## config.mk

```make
export PLATFORM = sky130hd
export DESIGN_NAME = tlsi_list_mem
export DESIGN_NICKNAME = d
export VERILOG_FILES = /design/src/design/tlsi_list_mem.sv
export SDC_FILE = /design/constraint.sdc
export NUM_CORES = 2
export LEC_CHECK = 0
export BUFFER_PORTS_ARGS = -buffer_cell sky130_fd_sc_hd__clkbuf_2
export CAP_MARGIN = 40
export CORE_MARGIN = 10
export CORE_UTILIZATION = 40
export DETAILED_ROUTE_END_ITERATION = 12
export GPL_TIMING_DRIVEN = 0
export HOLD_SLACK_MARGIN = 0.08
export PLACE_DENSITY = 0.61
export REMOVE_ABC_BUFFERS = 1
export SLEW_MARGIN = 20
export SYNTH_ARGS = -nofsm -noshare
export SYNTH_HDL_FRONTEND = slang
export SYNTH_SLANG_ARGS = --single-unit
export TNS_END_PERCENT = 1
```

## constraint.sdc

```tcl
create_clock -name clk -period 4.14 [get_ports clk]
set_input_delay 1.242 -clock clk [delete_from_list [all_inputs] [get_ports clk]]
set_output_delay 1.242 -clock clk [all_outputs]
set_load 0.02 [all_outputs]
```

## src/design/tlsi_list_mem.sv

```systemverilog
// one list store: single write port, single registered read port
`timescale 1ns / 1ps
`default_nettype none
module tlsi_list_mem #(
  parameter int DEPTH = 64,
  parameter int WIDTH = 32,
  parameter int AW    = 6
) (
  input  wire logic             clk,
  input  wire logic             we,
  input  wire logic [AW-1:0]    waddr,
  input  wire logic [WIDTH-1:0] wdata,
  input  wire logic [AW-1:0]    raddr,
  output logic      [WIDTH-1:0] rdata
);

  logic [WIDTH-1:0] mem [DEPTH];

  always_ff @(posedge clk) begin
    if (we) begin
      mem[waddr] <= wdata;
    end
  end

  always_ff @(posedge clk) begin
    rdata <= mem[raddr];
  end

endmodule
`default_nettype wire

```

## Word level (Yosys, flattened, before mapping)

Memory sizes are Yosys's and may differ from the RTL's. A register that Yosys moved wholly into a read port is not among the register bits.
Cells that the tools add are included.
Widths: inputs -> output; s select.

- Register bits after elaboration: 0
- Bits in latches: 0
- RAM bits: 2048
- ROM bits: 0
- Input port bits: 46
- Output and inout bits: 32
- Logic and storage cells: 3
- Memories: 1

Memories:

| memory | words | bits a word | read ports | clocked after memory_dff | wr ports | RTL line | RTL |
|---|---|---|---|---|---|---|---|
| mem | 64 | 32 | 1 | 1 | 1 | 17 | `logic [WIDTH-1:0] mem [DEPTH];` |

- Add/subtract/negate cells: 0
- Multiply operators: 0
- Div/mod/pow operators: 0
- Order comparisons: 0
- Eq/ne operators: 0
- Shift operators: 0
- Muxes and demuxes: 2
- Bitwise logic cells: 0
- Reduce and logical (&&, ||, !) cells: 0

Operators with widths:

| cell | number |
|---|---|
| $mux 1 | 2 |

## Longest topological paths before layout

- Depth after elaboration: 2
- Mapped depth: 10
- Mapped depth without buffers: 5

## Worst setup path before layout

Ideal clock, no wire load.

- Path kind: input to register
- Start: input waddr[3]
- End: memory mem[48][0], enable pin
- Setup time: 0.461 ns
- Arrival: 3.941 ns
- Data required time: 3.679 ns
- Slack: -0.262 ns
- Stages on the path: 4
- Path buffers: 1
- Path through: clkbuf_1 > nor2b_1 > nand4b_1 > nor3_1

RTL lines:

| element | RTL line | RTL |
|---|---|---|
| start, declared | 11 | `input wire logic [AW-1:0] waddr,` |
| end, declared | 17 |  |

Straight into the memory's write port.

==> impl_metrics.csv <==
group,metric,value,unit
detailed_routing,routed_via_density,5.69,
power,combPwrFrac,0.054,
detailed_routing,drt_wl_total,196000,um
layout,layout-drive-gt1-share,0.304,
detailed_routing,wl_per_cell,30.8,um
placed_design,port_buffers,77,
status,outcome,"finished, final reports clean",
cts,cts_hold_buf,0,
timing,fmax,251,MHz
power,p_int,33.9,mW
cts,clockBufferDepth,3,
grt,grt_start_max_net_pins,68,
detailed_routing,first_pass_iters,7,
worst_setup_path,cp.arrival,4650,ps
cts,cts_buffers,194,
cts,cts_setup_buffers,0,
grt,antenna_found_initial,15,
synth,synth_area_leaders,"edfxtp_1, mux4_2, mux2i_1",
synth,async_flop_share,0,
worst_setup_path,cp-end-kind,"flop",
timing,setup_total_negative_slack,0,ps
synth,yosysTopAreaCell,"edfxtp_1",
worst_setup_path,critPathLaunchType,"input pin",
cts,clk_latency,820,ps
timing,slew_headroom,0.333,
timing,period_share,0.963,
min_path,hp-class,"in2reg",
die,die_area,214000,um2
detailed_routing,vias,36270,
power,powerDensity,468,nW/um2
placed_design,place_hpwl,120000,um
timing,min_period,3990,ps
worst_setup_path,critPathMaxFanout,43,
die,rows,162,
detailed_routing,drtIter0Drc,3947,
timing,slew_viol_final,0,
synth,synth_commonest_cells,"edfxtp_1, mux4_2, nor2_1",
synth,syn_inst,3324,
power,leakagePower,28.4,nW
placed_design,place.gp.congestion,0.764,
cts,post_cts_resize_count,5,
synth,synth_most_common_cell,"edfxtp_1",
synth,synth-seq-area-share,0.791,
grt,grt_pass1_vias,36650,
timing,fin_hold_ws,700,ps
timing,worstMarginPinSlew,993,ps
timing,rsz0062_at_grt,"false",
power,sequentialPowerShare,0.544,
synth,synth_edf_count,2048,
run,drv_cap,0,
synth,netlist_area,78500,um2
grt,grt_usage,0.179,
layout,area_growth,16.9,%
die,die_y,463,um
worst_setup_path,timing.reg2reg.setup_slack,1740,ps
grt,grt_pass1_wl,278000,um
detailed_routing,ant_nets,0,
cts,cts.clk_slew.worst_paths,60,ps
die,core_area,195000,um2
die,io_pins,78,
cts,numClockSinks,2080,
detailed_routing,drc,0,
power,swShare,0.211,
timing,final.setup_skew,22.5,ps
worst_setup_path,crit_type,"in2reg",
synth,synth_ff_type,"edfxtp_1",
die,die_w,463,um
synth,ys.warnings.count,0,
die,start_util,0.403,
layout,fin_nets,3635,
synth,ys_seq_elements,2080,
synth,yosys.area.top_type_share,0.783,
cts,cts_tree,"yes",
cts,cts_root_buffer,"clkbuf_16",
power,p_sw,9.08,mW
cts,htree_levels,4,
timing,setup_viol,0,
synth,avgSynthCellArea,23.6,um2
power,clkPwrFrac,0.402,
power,worst_ir_drop_vdd,0.000554,V
worst_setup_path,crit_required,4800,ps
synth,yosysUniqueCellTypes,34,
grt,grt_remaining_overflow,0,
timing,hold_viol,0,
-- cell type report --
class                           count  area [um2]
Tap cell                         2624        3280
Fill cell                       15799      103000
Sequential cell                  2080       62100
Antenna cell                        5        12.5
Clock inverter                     85         718
Multi-Input combinational cell   1062       16000
Timing Repair Buffer              251        4290
Clock buffer                      264        5320
-- final timing paths --
kind	start	endpoint	cells after the start
worst max register to register	mem[10][19]	rdata[19]	4
worst min-delay path	wdata[6]	mem[10][6]	1
worst min register to register	mem[12][4]	rdata[4]	4
worst max-delay path	raddr[0]	rdata[23]	9
-- cell usage in the layout (no fill, tap or decap), drive strengths merged --
cell      synthesis  layout
bufbuf            0       1
nor2            137     137
mux4            544     544
clkinv            0      66
nor3              7       7
or3b              5       5
a31oi             1       1
a21oi            62      62
o32ai             4       4
buf             108     170
dfxtp            32      32
o22ai            84      84
inv               0       3
nand3b            5       5
a41o              4       4
nand3             5       5
and2              2       2
nand2            26      26
a311oi            8       8
o221ai           27      27
nand4b            1       1
and3              4       4
edfxtp         2048    2048
diode             0       5
or2               3       3
nor2b            15      15
or3               3       3
clkinvlp          0       4
bufinv            0      12
mux2i            93      93
nand4             2       2
a22oi            12      12
nand2b            8       8
clkbuf           74     344
-- worst max-delay path, cell delays in order --
cell and delay, ps:
clkbuf_16 260, buf_16 270, buf_16 280, buf_16 330, buf_16 330, mux4_2 550, mux4_2 580, o22ai_2 400
nor2_1 190
-- state kept, by name, indices dropped and copies added (netlist names) --
| signal | cells |
|---|---|
| mem | 2048 |
| rdata | 32 |
-- metal layers --
layer  wire length, um  GRT usage
met1             78900      0.240
met2             96800      0.293
met3             14800     0.0401
met4              5560     0.0560
met5                46          0
-- kinds of logic (layout without fill, tap and decap cells) --
group / after synthesis / in the layout / synth area share
buffers and inverters: 182 / 600 / 0.0113
and+or+nand+nor: 223 / 223 / 0.0127
DFF: 2080 / 2080 / 0.791
muxes: 637 / 637 / 0.168
AOI/OAI and AO/OA: 202 / 202 / 0.0167
other: 0 / 5 / 0
-- power by group through the flow --
stage	sequential [mW]	combinational (mW)	clock, mW
after floorplan	23.9	0.863	0
after global placement	23.8	3.03	0
after detailed placement	23.8	2.32	0
after CTS	23.4	2.33	17.5
after global routing	23.4	2.46	18.3
final	23.4	2.34	17.2
-- stage by stage --
stage | total power, mW | setup slack [ps] | area (um2) | std cells | util
CTS | 43.2 | 152 | 91600 | 6348 | 0.470
floorplan | 24.7 | -110 | 77600 | 3142 | -
global placement | 26.9 | -20570 | 81300 | 5843 | 0.417
detailed placement | 26.1 | -1380 | 85500 | 5998 | 0.438
global route | 44.1 | 24.5 | 91800 | 6368 | 0.471
finish | 43.0 | 152 | 91800 | 6371 | 0.471
No activity file was read; power rests on OpenSTA's default activity.
