$ cat src/design/tlsi_pkg.sv
// shared types and codes for the three-list sorted intersection unit
`timescale 1ns / 1ps
`default_nettype none
package tlsi_pkg;

  // command codes
  localparam logic CMD_LOAD = 1'b0;
  localparam logic CMD_RUN  = 1'b1;

  // list selector codes
  localparam logic [1:0] LIST_FIRST  = 2'd0;
  localparam logic [1:0] LIST_SECOND = 2'd1;
  localparam logic [1:0] LIST_THIRD  = 2'd2;

  typedef enum logic {
    ST_IDLE,
    ST_WALK
  } tlsi_state_t;

  // outcome of one compare step on the three heads
  typedef struct packed {
    logic all_eq;
    logic adv_a;
    logic adv_b;
    logic adv_c;
  } tlsi_step_t;

endpackage
`default_nettype wire

$ cat src/design/tlsi_cmp.sv
// shared compare unit: finds the smallest of three signed heads
`timescale 1ns / 1ps
`default_nettype none
module tlsi_cmp #(
  parameter int WIDTH = 32
) (
  input  wire logic signed [WIDTH-1:0] a,
  input  wire logic signed [WIDTH-1:0] b,
  input  wire logic signed [WIDTH-1:0] c,
  output tlsi_pkg::tlsi_step_t         step
);
  import tlsi_pkg::*;

  logic a_le_b, a_le_c, b_le_c;

  always_comb begin
    a_le_b      = (a <= b);
    a_le_c      = (a <= c);
    b_le_c      = (b <= c);
    // a head advances when it equals the minimum; equal heads all advance
    step.adv_a  = a_le_b && a_le_c;
    step.adv_b  = (b <= a) && b_le_c;
    step.adv_c  = (c <= a) && (c <= b);
    step.all_eq = (a == b) && (a == c);
  end

endmodule
`default_nettype wire

$ cat config.mk
export PLATFORM = sky130hd
export DESIGN_NAME = tlsi_cmp
export DESIGN_NICKNAME = d
export VERILOG_FILES = /design/src/design/tlsi_pkg.sv /design/src/design/tlsi_cmp.sv
export SDC_FILE = /design/constraint.sdc
export NUM_CORES = 1
export LEC_CHECK = 0
export ABC_AREA = 0
export BUFFER_PORTS_ARGS = -buffer_cell sky130_fd_sc_hd__buf_2
export CORE_UTILIZATION = 47
export DETAILED_ROUTE_END_ITERATION = 6
export PLACE_DENSITY_LB_ADDON = 0.3
export SYNTH_ARGS = -nofsm -noshare
export SYNTH_HDL_FRONTEND = slang
export SYNTH_SLANG_ARGS = --single-unit
$ cat constraint.sdc
create_clock -name vclk -period 3.1
set_clock_uncertainty 0.1 [all_clocks]
set_input_delay 0.62 -clock vclk [all_inputs]
set_output_delay 0.62 -clock vclk [all_outputs]
set_load 0.02 [all_outputs]
# --- Word level (Yosys, flattened, before mapping) ---
# Index checks and enable logic that the tools add are counted.
word_totals:
  input_bits: 96
  output_inout_bits: 4
  wordCells: 12
  ff_bits: 0
op_classes:
  n_eq_ne: 2
  reduce_logical: 4
  n_lt_le_gt_ge: 6
op_table:
  columns: ["operator", "count"]
  rows:
  - ["less-or-equal comparator 32 bit", 6]
  - ["== test 32 bit", 2]
  - ["logical AND 1 bit", 4]

# --- Depth between registers and ports, before layout ---
# Gate-level depths: netlist (run 1).
logic_depth:
  depth_word: 2
  depth_mapped: 8
  mapped_depth_nobuf: 8

# --- Worst setup path after synthesis (run 1) ---
# No wires, ideal clock.
synth_timing:
  kind: "input -> output"
  startpoint: "in a[31]"
  endpoint: "out step[1] (netlist bit)"
  t_arrival_ns: 2.351
  required_ns: 2.380
  path_slack_ns: 0.029
  cell_stages: 8
  path_cell_list: "inv_1 > ha_1 > and4_1 > a221o_1 > a211oi_2 > nand2_1 > o21a_1 > a31oi_1"
synth_lines:
  columns: ["item", "line_no", "source"]
  rows:
  - ["start: declaration", "tlsi_cmp.sv:7", "input wire logic signed [WIDTH-1:0] a,"]
  - ["end: declaration", "tlsi_cmp.sv:10", "output tlsi_pkg::tlsi_step_t step"]

==> summary.md, run 1 <==
| Metric | Value |
|---|---|
| Fraction of the cycle the final worst path needs | `1.05` |
| Yosys warning count | `0` |
| Die height | `75.0 um` |
| Reported max-cap violation count | `0` |
| Detailed-routing iteration count for the pre-antenna-repair pass | `4` |
| Post-Syn Nets | `524` |
| Peak VDD IR | `88.6 uV` |
| Worst setup path end | `step[2]` |
| Parity-gate share of the synthesized area counting xor and xnor cells | `0` |
| Cells traversed along the worst timing path | `buf_2 > inv_2 > ha_4 > and4_4 > nor4b_4 > nand4_1 > a31oi_1 > o21ba_1 > a22oi_2 > buf_6` |
| # nets final | `660` |
| DRC Markers | `0` |
| Proportion of synthesized area in mux cells | `0` |
| Cell Int Power | `284 uW` |
| Total global-route track usage | `0.279` |
| Post-synthesis cell type count | `43` |
| Starting Density | `0.490` |
| Area taken by multi-input logic gates | `2660 um2` |
| Ratio of total power to cell area | `146 nW/um2` |
| Reg area | `0 um2` |
| Largest fanout on the critical path | `2` |
| Share of the synthesized area in compound gates (AO/OA/AOI/OAI) | `0.213` |
| Portion of total power attributed to sequential cells | `0` |
| Final Hold Fails | `0` |
| Worst Max-Slew Pin Slew | `0.484 ns` |
| Combinational group share of total power | `1.000` |
| GPL Wtd Cong | `0.852` |
| Final-layout fill cell count | `356` |
| Highest-count cells in the layout ignoring fill and taps | `sky130_fd_sc_hd__buf_2, sky130_fd_sc_hd__ha_1, sky130_fd_sc_hd__inv_1` |
| Clock Buffer Count | `0` |
| Cells after Synth | `332` |
| Required @ worst endpoint | `2.38 ns` |
| Mapped cell area | `2500 um2` |
| Dominant combinational cell family by area after synthesis | `adder cells` |
| Antenna Nets Post-Route | `0` |
| Die Wd | `75.0 um` |
| Setup violations, final | `4` |
| Switching portion of total power | `0.500` |
| Sw power | `284 uW` |
| Share of post-route cells with drive strength above 1 | `0.431` |
| Port Buffers | `100` |
| Hold bufs inserted after CTS | `0` |
| Final setup slack of the worst path | `-0.166 ns` |
| Shortest clock period the worst path allows after layout | `3.27 ns` |
| Antenna violations before repair | `0` |
| Status | `complete, but fails checks` |
| Data arrival time of the critical path | `2.55 ns` |
| Most common cell after layout, fill and taps aside | `sky130_fd_sc_hd__buf_2` |
| Via Count | `3,022` |
| Max incr delay on CP | `0.29 ns` |
| Worst hold margin | `1.76 ns` |
| Maximum achievable frequency | `0.306 GHz` |
| Via count of the first global-routing pass | `2,951` |
| Post-synthesis adder-cell area fraction | `0.480` |
| Ant. Diodes | `0` |
| Classification of the worst-slack hold path | `input pin to output port` |
| Area of the placeable core | `5110 um2` |
| Final sum of negative setup slack | `-0.361 ns` |
| DIE AREA | `5630 um2` |
| Setup repair after global routing missed its margin | `yes` |
| Wire length of the first global-routing pass | `12.4 mm` |
| Origin of the worst setup path | `a[27]` |
| DP Wirelength | `6.19 mm` |
| Violations in the final reports | `negative setup slack` |
| Vias per inst | `5.64` |
| Grt ovf | `0` |
| Layout Area Growth over Synthesis | `55.0%` |
| Critical path launch point type | `input pin` |
| Routed WL | `8.40 mm` |
| Sequential area share after synthesis | `0` |
| Pins Over Slew Limit | `0` |
| Normalized max-slew margin | `0.669` |
| Post-DR wirelength/cell | `15.7 um` |
| Cell type of the slowest stage on the worst timing path | `sky130_fd_sc_hd__nor4b_4` |
| Static power due to leakage | `0.00205 uW` |
| Category of the most critical setup path | `input pin to output port` |
| Area fraction in and, or, nand and nor cells after synthesis | `0.204` |
| Mapped Avg Cell Area | `7.54 um2` |
| Row Count | `26` |
| Initial DRC Count | `122` |
| Relative contribution of the clock network to total power | `0` |
| Largest net degree at the start of global routing | `6` |
| Number of flip-flops and latches | `0` |
| Top-level port count | `100` |
| Crit end category | `output port` |
## per-stage QoR
stage | cell area [um2] | setup slack [ns] | cells | power [uW] | utilization
after floorplan | 2500 | 0.0287 | 332 | 256 | -
after global placement | 3310 | -0.176 | 531 | 426 | 0.648
after detailed placement | 3310 | -0.213 | 531 | 440 | 0.648
after CTS | 3670 | -0.0463 | 534 | 502 | 0.719
after global routing | 3880 | -0.132 | 536 | 627 | 0.760
final | 3880 | -0.166 | 536 | 567 | 0.760
## worst min path at each step
stage	slack, ns	from	depth (start not counted)	to
6_report	1.76	b[31]	5	step[1]
2_1_floorplan	1.55	c[31]	4	step[2]
3_3_place_gp	1.81	b[31]	5	step[1]
5_1_grt	1.78	b[31]	5	step[1]
3_5_place_dp	1.82	b[31]	5	step[1]
4_1_cts	1.74	b[31]	5	step[1]
## logic make-up (layout without fill, tap and decap cells)
logic type | count (synthesis) | in the layout
fa+ha+maj | 96 | 96
compound gates | 83 | 83
buf+inv | 69 | 203
simple gates | 84 | 84
## cell usage after synthesis, types with 2 or more instances
cell	n	area, um2
sky130_fd_sc_hd__nand2_1	23	86.3
sky130_fd_sc_hd__a21o_1	4	30.0
sky130_fd_sc_hd__nand2b_1	5	31.3
sky130_fd_sc_hd__nor2_1	6	22.5
sky130_fd_sc_hd__o211ai_1	4	30.0
sky130_fd_sc_hd__a31oi_1	2	12.5
sky130_fd_sc_hd__inv_1	69	259
sky130_fd_sc_hd__a21oi_1	41	205
sky130_fd_sc_hd__a211oi_1	2	15.0
sky130_fd_sc_hd__o21ai_0	12	60.1
sky130_fd_sc_hd__or4_1	2	15.0
sky130_fd_sc_hd__nor4_1	3	18.8
sky130_fd_sc_hd__nor2b_1	3	18.8
sky130_fd_sc_hd__ha_1	96	1200
sky130_fd_sc_hd__nand3_1	11	55.1
sky130_fd_sc_hd__and4_1	3	26.3
sky130_fd_sc_hd__nand4_1	16	100
sky130_fd_sc_hd__nor3_1	2	10.0
sky130_fd_sc_hd__o21a_1	2	15.0
sky130_fd_sc_hd__a221o_1	3	30.0
## critical path: cells and delay by family
family                     cells  cell delay [ns]
buffers and inverters          3             0.27
AOI/OAI and AO/OA              3             0.66
adders and majority gates      1             0.25
and+or+nand+nor                3             0.73
## power by group through the flow
stage / clock network, uW / registers (uW) / logic, uW
floorplan: 0 / 0 / 256
global placement: 0 / 0 / 426
detailed placement: 0 / 0 / 440
CTS: 0 / 0 / 502
global route: 0 / 0 / 627
finish: 0 / 0 / 567
## per-layer routing
metal	routed length (um)	vias up	track usage
met4	392	0	0.0839
met3	358	36	0.00937
li1	-	1490	-
met5	0	-	0
met1	3260	1367	0.310
met2	4390	129	0.564
## layout make-up
| class | instances | area share |
|---|---|---|
| Multi-Input combinational cell | 263 | 0.684 |
| Timing Repair Buffer | 134 | 0.225 |
| Tap cell | 70 | 0.0226 |
| Inverter | 69 | 0.0680 |
## timing repair
item	CTS	global route
buffers inserted	3	2
endpoints found under the setup margin	4	4
gates resized for setup	56	39
pin swaps	28	24
No activity file was read; power rests on OpenSTA's default activity.
==> run 2, diff against run 1 <==
--- a/config.mk
+++ b/config.mk
@@ -7,6 +7,7 @@
 export LEC_CHECK = 0
 export ABC_AREA = 0
 export BUFFER_PORTS_ARGS = -buffer_cell sky130_fd_sc_hd__buf_2
+export CORE_ASPECT_RATIO = 1.5
 export CORE_UTILIZATION = 47
 export DETAILED_ROUTE_END_ITERATION = 6
 export PLACE_DENSITY_LB_ADDON = 0.3
==> summary.md, run 2 (synthesized netlist as in run 1, its figures left out) <==
| Metric | Value |
|---|---|
| Status | `complete, but fails checks` |
| Violations in the final reports | `negative setup slack` |
| Delay-heaviest family, CP | `compound AO/OA/AOI/OAI gates` |
| Antenna Nets Post-Route | `0` |
| Detailed-routing iteration count for the pre-antenna-repair pass | `4` |
| Vias per inst | `5.76` |
| Post-DR wirelength/cell | `16.9 um` |
| Critical path launch point type | `input pin` |
| Combinational group share of total power | `1.000` |
| Number of flip-flops and latches | `0` |
| Setup violations, final | `3` |
| Row Count | `32` |
| Placed insts | `523` |
| Die height | `91.4 um` |
| Total global-route track usage | `0.282` |
| Via Count | `3,042` |
| Layout Area Growth over Synthesis | `54.4%` |
| Setup repair after global routing missed its margin | `yes` |
| Shortest clock period the worst path allows after layout | `3.18 ns` |
| Share of post-route cells with drive strength above 1 | `0.450` |
| Area of the placeable core | `5120 um2` |
| DIE AREA | `5630 um2` |
| Worst Max-Slew Pin Slew | `0.391 ns` |
| Final setup slack of the worst path | `-0.0759 ns` |
| Top-level port count | `100` |
| Highest-count cells in the layout ignoring fill and taps | `sky130_fd_sc_hd__buf_2, sky130_fd_sc_hd__ha_1, sky130_fd_sc_hd__inv_1` |
| Sink of the worst hold path | `step[1]` |
| Normalized max-slew margin | `0.738` |
| Peak VDD IR | `76.3 uV` |
| Relative contribution of the clock network to total power | `0` |
| # nets final | `654` |
| GPL Wtd Cong | `0.892` |
| Cells traversed along the worst timing path | `buf_2 > ha_1 > a21oi_1 > o21ai_1 > a211oi_4 > nor2b_4 > a2111oi_4 > a31oi_1 > buf_4` |
| Sw power | `298 uW` |
| Antenna violations before repair | `0` |
| Reported max-cap violation count | `0` |
| Die Wd | `61.6 um` |
| DRC Markers | `0` |
| Maximum achievable frequency | `0.315 GHz` |
| Post-route non-filler standard cell count | `528` |
| Fraction of the cycle the final worst path needs | `1.02` |
| Port Buffers | `100` |
| Clock Buffer Count | `0` |
| Worst Path Buf+Inv | `2` |
| Ratio of total power to cell area | `149 nW/um2` |
| Share of the core filled with cells in the final layout | `0.755` |
| Most common cell after layout, fill and taps aside | `sky130_fd_sc_hd__buf_2` |
| DP Wirelength | `6.44 mm` |
| Classification of the worst-slack hold path | `input pin to output port` |
| Category of the most critical setup path | `input pin to output port` |
| Pins Over Slew Limit | `0` |
| Critical hold path startpoint | `b[31]` |
| Cell Int Power | `279 uW` |
| Max incr delay on CP | `0.34 ns` |
| Wire length of the first global-routing pass | `12.4 mm` |
| Data arrival time of the critical path | `2.46 ns` |
| Ant. Diodes | `0` |
| Reg area | `0 um2` |
| Switching portion of total power | `0.517` |
| Required @ worst endpoint | `2.38 ns` |
| Hold bufs inserted after CTS | `0` |
| Starting Density | `0.489` |
| Static power due to leakage | `0.00200 uW` |
| Final Hold Fails | `0` |
| Largest net degree at the start of global routing | `5` |
| Crit end category | `output port` |
| Largest fanout on the critical path | `2` |
| Worst hold margin | `1.80 ns` |
| Grt ovf | `0` |
| Hold path cells | `6` |
| Initial DRC Count | `134` |
| Portion of total power attributed to sequential cells | `0` |
| Routed WL | `8.94 mm` |
| Cell type of the slowest stage on the worst timing path | `sky130_fd_sc_hd__a211oi_4` |
| Via count of the first global-routing pass | `3,156` |
## run 2: worst max-delay path by stage
| stage | start | to | slack, ns | cells after the start |
|---|---|---|---|---|
| floorplan | a[31] | step[1] | 0.03 | 8 |
| global placement | a[26] | step[2] | -0.09 | 10 |
| detailed placement | a[26] | step[2] | -0.11 | 10 |
| CTS | b[27] | step[1] | 0.0003 | 11 |
| global route | b[21] | step[1] | -0.14 | 10 |
| finish | c[21] | step[1] | -0.08 | 9 |
## run 2: area by class of cell
type | instances | area (um2)
Timing Repair Buffer | 128 | 790
Inverter | 69 | 267
Tap cell | 68 | 85.1
Multi-Input combinational cell | 263 | 2730
Fill cell | 392 | 1260
## run 2: repair_timing
action	in CTS	in global routing
buffers inserted	3	3
pin swaps	26	26
endpoints found under the setup margin	3	4
gates resized for setup	52	50
## run 2: per-layer routing
metal / global-route usage / up-vias / routed length (um)
met5: 0 / - / 0
met4: 0.144 / 0 / 491
met3: 0.0399 / 40 / 439
met2: 0.555 / 126 / 5080
met1: 0.254 / 1398 / 2930
li1: - / 1478 / -
## run 2: power groups by stage
stage	logic [uW]	clock network, uW	registers [uW]
after floorplan	256	0	0
after global routing	636	0	0
final	577	0	0
after CTS	498	0	0
after global placement	422	0	0
after detailed placement	439	0	0
## run 2: per-stage QoR
step                TNS, ns  power, uW  area [um2]  setup WS, ns
floorplan                 0        256        2500        0.0287
global placement     -0.208        422        3260       -0.0915
detailed placement   -0.240        439        3260        -0.109
CTS                       0        498        3590      0.000339
global route         -0.457        636        3870        -0.144
finish               -0.143        577        3870       -0.0759
==> run 3, diff against run 2 <==
--- a/config.mk
+++ b/config.mk
@@ -10,6 +10,7 @@
 export CORE_ASPECT_RATIO = 1.5
 export CORE_UTILIZATION = 47
 export DETAILED_ROUTE_END_ITERATION = 6
+export GPL_TIMING_DRIVEN = 0
 export PLACE_DENSITY_LB_ADDON = 0.3
 export SYNTH_ARGS = -nofsm -noshare
 export SYNTH_HDL_FRONTEND = slang
==> constraint.sdc (replaced) <==
create_clock -name vclk -period 3.65
set_clock_uncertainty 0.1 [all_clocks]
set_input_delay 0.73 -clock vclk [all_inputs]
set_output_delay 0.73 -clock vclk [all_outputs]
set_load 0.02 [all_outputs]
==> summary.md, run 3 (synthesized netlist as in run 1, its figures left out) <==
| Metric | Value |
|---|---|
| Static power due to leakage | `0.00184 uW` |
| Port Buffers | `100` |
| Data arrival time of the critical path | `2.66 ns` |
| Antenna Nets Post-Route | `0` |
| Worst Max-Slew Pin Slew | `0.448 ns` |
| Status | `completed` |
| Top-level port count | `100` |
| # nets final | `627` |
| Routed WL | `6.32 mm` |
| Antenna violations before repair | `0` |
| Die height | `91.4 um` |
| Share of post-route cells with drive strength above 1 | `0.256` |
| Reported max-cap violation count | `0` |
| Area of the placeable core | `5120 um2` |
| Via count of the first global-routing pass | `2,743` |
| DP Wirelength | `6.02 mm` |
| DIE AREA | `5630 um2` |
| Setup violations, final | `0` |
| Category of the most critical setup path | `input pin to output port` |
| Row Count | `32` |
| Grt ovf | `0` |
| Clock Buffer Count | `0` |
| Resized cells post-CTS | `0` |
| Maximum achievable frequency | `0.287 GHz` |
| Largest fanout on the critical path | `4` |
| Wire length of the first global-routing pass | `10.4 mm` |
| Starting Density | `0.489` |
| Classification of the worst-slack hold path | `input pin to output port` |
| Total global-route track usage | `0.234` |
| Final sum of negative setup slack | `0 ns` |
| Final-layout fill cell count | `531` |
| Critical path launch point type | `input pin` |
| Crit end category | `output port` |
| Normalized max-slew margin | `0.698` |
| Ratio of total power to cell area | `110 nW/um2` |
| Total power consumption of the routed design | `341 uW` |
| GPL Wtd Cong | `0.934` |
| Post-DR wirelength/cell | `12.6 um` |
| Pins Over Slew Limit | `0` |
| Fraction of the cycle the final worst path needs | `0.956` |
| Number of flip-flops and latches | `0` |
| Initial DRC Count | `78` |
| DRC Markers | `0` |
| Largest net degree at the start of global routing | `6` |
| Most common cell after layout, fill and taps aside | `sky130_fd_sc_hd__buf_2` |
| Highest-count cells in the layout ignoring fill and taps | `sky130_fd_sc_hd__buf_2, sky130_fd_sc_hd__ha_1, sky130_fd_sc_hd__inv_1` |
| Required @ worst endpoint | `2.82 ns` |
| Detailed-routing iteration count for the pre-antenna-repair pass | `4` |
| Setup repair after global routing missed its margin | `no` |
| Vias per inst | `5.37` |
| Shortest clock period the worst path allows after layout | `3.49 ns` |
| Peak VDD IR | `57.2 uV` |
| Ant. Diodes | `0` |
| Final Hold Fails | `0` |
| Reg area | `0 um2` |
| Via Count | `2,692` |
| Layout Area Growth over Synthesis | `23.7%` |
| Die Wd | `61.6 um` |
[run 3: worst max-delay path, stage by stage]
cell,delay (ns)
sky130_fd_sc_hd__buf_2,0.10
sky130_fd_sc_hd__inv_1,0.04
sky130_fd_sc_hd__ha_1,0.36
sky130_fd_sc_hd__nand4_4,0.17
sky130_fd_sc_hd__nor4_4,0.33
sky130_fd_sc_hd__a21oi_1,0.17
sky130_fd_sc_hd__nor2b_4,0.15
sky130_fd_sc_hd__a2111oi_2,0.35
sky130_fd_sc_hd__a31oi_1,0.07
sky130_fd_sc_hd__buf_2,0.18
[run 3: through the flow]
step,std cells,worst slack [ns],hold WS (ns),util,cell area [um2]
5_1_grt,501,0.000418,2.05,0.604,3100
3_5_place_dp,500,0.103,1.99,0.603,3090
6_report,501,0.161,2.01,0.604,3100
2_1_floorplan,332,0.359,1.77,-,2500
3_3_place_gp,500,0.123,1.99,0.603,3090
4_1_cts,500,0.101,2.00,0.603,3090
[run 3: metal layers]
layer	global-route usage	vias up	wire [um]
met2	0.496	71	3660
li1	-	1422	-
met4	0.0519	0	165
met3	0.0228	14	323
met1	0.215	1185	2170
met5	0	-	0
[run 3: repair_timing]
| item | in CTS | in global routing |
|---|---|---|
| hold buffers | 0 | 0 |
| setup endpoints to repair | 0 | 1 |
| buffers inserted | 0 | 1 |
| endpoints found under the hold margin | 0 | 0 |
[run 3: worst paths after layout]
path	to	start	slack, ns	depth (start not counted)
setup / recovery	step[1]	b[31]	0.16	10
hold / removal	step[1]	b[31]	2.01	5
[run 3: area by class of cell]
type	count	area (um2)	area share
multi-input combinational	263	2250	0.725
timing repair buffer	101	508	0.164
inverter	69	259	0.0836
tap	68	85.1	0.0275
[run 3: power by group]
part           leakage, uW  switching, uW  internal [uW]
sequential               0              0              0
clock                    0              0              0
combinational      0.00184            185            156
